--- config.mk ---
export PLATFORM = sky130hd
export DESIGN_NAME = hwes_pair_unit
export DESIGN_NICKNAME = d
export VERILOG_FILES = /design/src/sv/hwes_pkg.sv /design/src/sv/hwes_pair_unit.sv
export SDC_FILE = /design/constraint.sdc
export NUM_CORES = 2
export LEC_CHECK = 0
export BUFFER_PORTS_ARGS = -buffer_cell sky130_fd_sc_hd__buf_4
export CAP_MARGIN = 20
export CORE_MARGIN = 2
export CORE_UTILIZATION = 40
export CTS_CLUSTER_DIAMETER = 100
export CTS_CLUSTER_SIZE = 30
export DETAILED_ROUTE_END_ITERATION = 12
export PLACE_DENSITY = 0.66
export SLEW_MARGIN = 20
export SYNTH_ARGS = -nofsm -noshare
export SYNTH_HDL_FRONTEND = slang
export SYNTH_SLANG_ARGS = --single-unit
--- constraint.sdc ---
create_clock -name clk -period 14.05 [get_ports clk]
set_input_delay 2.81 -clock clk [delete_from_list [all_inputs] [get_ports clk]]
set_output_delay 2.81 -clock clk [all_outputs]
set_load 0.01 [all_outputs]
--- src/sv/hwes_pkg.sv ---
package hwes_pkg;

  localparam int SAMPLE_W = 16;
  localparam int ENERGY_W = 52;
  localparam int BAND_W   = 4;
  localparam int COEFF_W  = 10;

  // control from the sequencer to the pair pipeline
  typedef struct packed {
    logic issue;
    logic clear;
  } hwes_pipe_ctl_t;

endpackage

--- src/sv/hwes_pair_unit.sv ---
module hwes_pair_unit #(
  parameter int ADDR_W = 10,
  parameter int DATA_W = 26
) (
  input  logic                     clk,
  input  logic                     rst_n,
  input  hwes_pkg::hwes_pipe_ctl_t ctl,
  input  logic [ADDR_W-1:0]        issue_idx,
  input  logic [DATA_W-1:0]        rd_data_a,
  input  logic [DATA_W-1:0]        rd_data_b,
  output logic                     wr_en,
  output logic [ADDR_W-1:0]        wr_addr,
  output logic [DATA_W-1:0]        wr_data,
  output logic                     busy,
  output logic [hwes_pkg::ENERGY_W-1:0] detail_energy,
  output logic [hwes_pkg::ENERGY_W-1:0] approx_energy
);
  import hwes_pkg::*;

  logic                v1_r, v2_r, v3_r;
  logic [ADDR_W-1:0]   j1_r, j2_r;
  logic [DATA_W-1:0]   sum_r, dmag_r;
  logic [ENERGY_W-1:0] sq_d_r, sq_s_r;
  logic [ENERGY_W-1:0] acc_d_r, acc_s_r;
  logic [2*DATA_W-1:0] prod_d, prod_s;

  assign prod_d = dmag_r * dmag_r;
  assign prod_s = sum_r * sum_r;

  always_ff @(posedge clk) begin
    if (!rst_n) begin
      v1_r    <= 1'b0;
      v2_r    <= 1'b0;
      v3_r    <= 1'b0;
      acc_d_r <= '0;
      acc_s_r <= '0;
    end else begin
      v1_r <= ctl.issue;
      v2_r <= v1_r;
      v3_r <= v2_r;
      if (ctl.clear) begin
        acc_d_r <= '0;
        acc_s_r <= '0;
      end else if (v3_r) begin
        // modulo 2^52 wrap is the intended masking
        acc_d_r <= acc_d_r + sq_d_r;
        acc_s_r <= acc_s_r + sq_s_r;
      end
    end
  end

  always_ff @(posedge clk) begin
    j1_r   <= issue_idx;
    j2_r   <= j1_r;
    sum_r  <= rd_data_a + rd_data_b;
    dmag_r <= (rd_data_a >= rd_data_b) ? (rd_data_a - rd_data_b) : (rd_data_b - rd_data_a);
    sq_d_r <= ENERGY_W'(prod_d);
    sq_s_r <= ENERGY_W'(prod_s);
  end

  // pair sum goes back to the low half of the store, behind the read front
  assign wr_en         = v2_r;
  assign wr_addr       = j2_r;
  assign wr_data       = sum_r;
  assign busy          = v1_r | v2_r | v3_r;
  assign detail_energy = acc_d_r;
  assign approx_energy = acc_s_r;

endmodule

* Yosys cells after proc, flatten, opt, wreduce, memory -nomap -nowiden
Cells that the tools add are included.
** Cells by class
- Multipliers :: 2
- Bitwise operators :: 3
- Add/subtract/negate cells :: 5
- Reduce and logical (&&, ||, !) cells :: 1
- $lt $le $gt $ge :: 1
- Mux-type cells :: 1
** Operator list (count)
- 52-bit adder :: 2
- 26-bit by 26-bit multiplier with 52-bit output :: 2
- 26-bit subtractor :: 2
- 26-bit adder :: 1
- 26-bit >= comparator :: 1
- 26-bit 2-to-1 mux :: 1
- 1-bit bitwise OR :: 2
- 2-bit OR reduction :: 1
- 1-bit NOT :: 1
** Word-level totals
- Word-level logic and storage cells :: 24
- Bits in registers :: 283
- Input bits :: 66
- Output and inout bits :: 142

* Depth between registers and ports, before layout
- Depth after elaboration :: 2
- Gate-level depth with buffers :: 29

* Worst setup path before layout
Ideal clock, no wire load.
- Kind :: flip-flop to flip-flop
- Start point :: register sum_r[4] (netlist: wr_data[4])
- End point :: register sq_s_r[44]
- Buffers on the path :: 2
- Arrival :: 6972 ps
- Library setup time :: 122 ps
- Data required time :: 13928 ps
- Cell stages (with the launch flop) :: 27
- Path slack :: 6956 ps
- Cell sequence :: dfxtp_1 -> clkbuf_1 -> nand2_1 -> fa_1 -> inv_1 -> fa_1 -> inv_1 -> fa_1 -> fa_1 -> inv_1 -> fa_1 -> fa_1 -> inv_1 -> fa_1 -> inv_1 -> ha_1 -> clkbuf_1 -> and4_1 -> and3_1 -> a221o_1 -> a21oi_1 -> nand3b_1 -> nand3b_1 -> a31oi_1 -> nor2_1 -> a311o_1 -> xor2_1
** On the way
- Longest elaborated chain between the ends :: 1
** Ends and longest elaborated chain
- start: declaration :: line hwes_pair_unit.sv:22 : logic [DATA_W-1:0] sum_r, dmag_r;
- start signal: assignment :: line hwes_pair_unit.sv:55 : sum_r <= rd_data_a + rd_data_b;
- 26-bit by 26-bit multiplier with 52-bit output :: line hwes_pair_unit.sv:28 : assign prod_s = sum_r * sum_r;
- named net prod_s[44] :: line hwes_pair_unit.sv:25 : logic [2*DATA_W-1:0] prod_d, prod_s;
- end signal: assignment :: line hwes_pair_unit.sv:58 : sq_s_r <= ENERGY_W'(prod_s);
- end: declaration :: line hwes_pair_unit.sv:23 : logic [ENERGY_W-1:0] sq_d_r, sq_s_r;
The timed path passes the listed nets, and every way through them passes these cells.
A chain may end at the register's enable or synchronous reset.

* Worst setup path after layout
- Start point :: register dmag_r[12]
- End point :: register sq_d_r[51]
** On the way
- Longest elaborated chain between the ends :: 1
** Ends and longest elaborated chain
- start: declaration :: line hwes_pair_unit.sv:22
- start signal: assignment :: line hwes_pair_unit.sv:56 : dmag_r <= (rd_data_a >= rd_data_b) ? (rd_data_a - rd_data_b) : (rd_data_b - rd_data_a);
- 26-bit by 26-bit multiplier with 52-bit output :: line hwes_pair_unit.sv:27 : assign prod_d = dmag_r * dmag_r;
- named net prod_d[51] :: line hwes_pair_unit.sv:25
- end signal: assignment :: line hwes_pair_unit.sv:57 : sq_d_r <= ENERGY_W'(prod_d);
- end: declaration :: line hwes_pair_unit.sv:23
The timed path passes the listed nets, and every way through them passes these cells.

==> impl_metrics.tcl <==
set metrics [dict create \
    detail_route.drc_violations 0 \
    vias_in_the_first_global_route 43600 \
    drt_pass1_iterations 7 \
    grt_antenna_before_repair 7 \
    synth.net_count 7851 \
    tightestPinTransition_ps 1120 \
    worst_clock_skew_on_the_final_layout_ps 35.6 \
    cts-root-to-sink-buffers 3 \
    hpwlAfterDp_um 122000 \
    die_h_um 375 \
    ios 208 \
    setup_viol 0 \
    max_slew_margin_pct 25.2 \
    synth.top_cells.by_area "sky130_fd_sc_hd__fa_1, sky130_fd_sc_hd__ha_1, sky130_fd_sc_hd__inv_1" \
    critical_path_class "reg -> reg" \
    track_usage_pct 21.2 \
    fillCellCount 13300 \
    synth-seq-cells 279 \
    floorplan.initialDensity_pct 40.2 \
    tritoncts.num_buffers 19 \
    post_cts_resized 0 \
    finalNetCount 7930 \
    end_kind "register" \
    async_reset_ff_share_pct 0 \
    critical_path_required_ps 14520 \
    synth_top_area_share_pct 37.4 \
    drt_via_density 5.12 \
    finalSetupTns_ps 0 \
    synth_edf_count 0 \
    drive_above_1_share_pct 5.35 \
    clk-insertion-delay-late_ps 580 \
    cts_tree "yes" \
    routedWlPerCell_um 18.4 \
    critPathArrivalTime_ps 8290 \
    dieWidth_um 375 \
    period_needed_ps 7820 \
    multi_input_area_um2 43000 \
    yosysWarningCount 0 \
    post_cts_setup_repair_bufs 0 \
    hold_buffers 0 \
    gp_congestion 0.931 \
    cap_viol_max_count 0 \
    register_area_um2 5590 \
    synth_flop_cell "sky130_fd_sc_hd__dfxtp_1" \
    cts_root_buf "sky130_fd_sc_hd__clkbuf_16" \
    placed_cells 8040 \
    floorplan.die_area_um2 141000 \
    wl_um 148000 \
    rsz0062_at_grt "false" \
    netlist_instances 6188 \
    worst_path_fanout_max 21 \
    via_count 41300 \
    post_layout_nonfiller_instances 8074 \
    synth.distinct_cells 81 \
    grt_first_pass_wirelength_um 238000 \
    io_buffer_count 207 \
    placement_rows 136 \
    syn_avg_cell_area_um2 8.90 \
    synth_area_leader "sky130_fd_sc_hd__fa_1" \
    synth_sequential_area_ratio_pct 10.1 \
    timing_max_transition_violations_final 0 \
    outcome "finished, final reports clean" \
    path_clk_slew_ps 110 \
    grt_max_degree 71 \
    htree_num_levels 1 \
    cts_num_sinks 279 \
    syn-cell-area_um2 55100 \
    maxClockFrequency_ghz 0.128 \
    dr.first_iter.drc_count 2940 \
    antenna_violating_nets_post_route 0 \
    hp-class "reg -> reg" \
    layout-area-overhead-vs-synth_pct 7.49 \
    critPathLaunchType "register" \
    timing.final.crit_share_pct 55.7 \
    grt_remaining_overflow 0 \
    fin_hold_ws_ps 325 \
    design.core.area_um2 137000 \
    final-hold-violation-count 0 \
]
metal layers:
metal / global-route usage (%) / part of all wire (%) / vias up
li1: - / - / 19200
met1: 30.5 / 46 / 20600
met2: 34.3 / 45 / 1296
met3: 3.28 / 6.9 / 140
met4: 3.36 / 1.6 / 6
met5: 0 / 0.023 / -
final timing paths:
| kind | from | to | slack (ps) | depth (start not counted) |
|---|---|---|---|---|
| worst min-delay path | j1_r[9] | wr_addr[9] | 320 | 0 |
| worst min register to register | j1_r[9] | wr_addr[9] | 320 | 0 |
| worst max register to register | dmag_r[12] | sq_d_r[51] | 6230 | 23 |
| worst max-delay path | dmag_r[12] | sq_d_r[51] | 6230 | 23 |
through the flow:
stage | cell area (µm²) | util, % | setup WS (ps)
6_report | 59200 | 43.2 | 6230
3_3_place_gp | 58500 | 42.7 | 6380
5_1_grt | 59200 | 43.2 | 5920
2_1_floorplan | 55100 | - | 6960
4_1_cts | 59200 | 43.2 | 6300
3_5_place_dp | 58500 | 42.7 | 6310
cells by family (layout without fill, tap and decap cells):
logic type               count (synthesis)  after routing  share of synthesized area, %
XOR/XNOR                               257            257                          4.09
AO/OA/AOI/OAI                          897            897                          10.5
adder cells (fa/ha/maj)               1597           1597                          50.3
AND/OR/NAND/NOR                       1355           1355                          11.7
flip-flops                             279            279                          10.1
multiplexers                            74             74                          1.36
other                                    0              1                             0
buffers and inverters                 1729           1820                          11.8
worst max-delay path, cell delays in order (launching register included):
cell and delay (ps):
sky130_fd_sc_hd__dfxtp_1 320, sky130_fd_sc_hd__buf_4 350, sky130_fd_sc_hd__inv_1 280, sky130_fd_sc_hd__nor2_1 240, sky130_fd_sc_hd__inv_1 80, sky130_fd_sc_hd__fa_1 470
sky130_fd_sc_hd__fa_1 550, sky130_fd_sc_hd__inv_1 60, sky130_fd_sc_hd__fa_1 500, sky130_fd_sc_hd__fa_1 570, sky130_fd_sc_hd__fa_1 440, sky130_fd_sc_hd__fa_1 520
sky130_fd_sc_hd__inv_1 60, sky130_fd_sc_hd__fa_1 470, sky130_fd_sc_hd__inv_1 40, sky130_fd_sc_hd__ha_1 440, sky130_fd_sc_hd__nand4_1 190, sky130_fd_sc_hd__nor3_1 340
sky130_fd_sc_hd__a31oi_1 250, sky130_fd_sc_hd__o41ai_1 600, sky130_fd_sc_hd__a31oi_1 270, sky130_fd_sc_hd__o21ai_1 320, sky130_fd_sc_hd__nor3_1 90, sky130_fd_sc_hd__a211o_1 270
area by class of cell:
type	count	area share [%]
multi-input combinational	4180	72.6
inverter	1525	9.67
sequential	279	9.45
tap	1794	3.79
timing repair buffer	262	3.32
clock buffer	21	0.816
clock inverter	12	0.328
antenna	1	0.00423
state kept, by name, indices dropped and copies added, names as in the netlist, 10 cells and up:
| register | count |
|---|---|
| dmag_r | 26 |
| detail_energy | 52 |
| j1_r | 10 |
| approx_energy | 52 |
| sq_d_r | 50 |
| sq_s_r | 51 |
| wr_data | 25 |
| wr_addr | 10 |
cell usage in the layout (no fill, tap or decap), drive strengths merged, types with 32 or more instances in the layout:
master  Yosys  final
xor2       98     98
nor2b      43     43
nand2     535    535
and2      284    284
o21ai     163    163
a21oi     284    284
o21bai     47     47
nor2      253    253
nand3      59     59
ha        568    568
and3       33     33
xnor2     159    159
fa       1029   1029
buf        23    262
inv      1523   1531
mux2i      69     69
nand4      32     32
dfxtp     279    279
a31oi      40     40
a21o      146    146
synthesized netlist by cell type, drive strengths merged, types with 6 or more instances:
library cell,number
inv,1523
fa,1029
ha,568
nand2,535
a21oi,284
and2,284
dfxtp,279
nor2,253
clkbuf,181
o21ai,163
xnor2,159
a21o,146
xor2,98
mux2i,69
nand3,59
o21bai,47
nor2b,43
a31oi,40
and3,33
nand4,32
a211oi,31
nor3,31
o21a,26
nand2b,24
o211ai,24
buf,23
o31ai,21
or3,15
and4,13
a221oi,12
a211o,10
a21boi,10
a311oi,10
a221o,8
nor3b,8
o41ai,8
nor4,7
or2,7
a2111oi,6
a31o,6
Power is left out: the tool's default activity adds up to more than one toggle a clock period on the data nets, which glitch-free logic cannot reach.
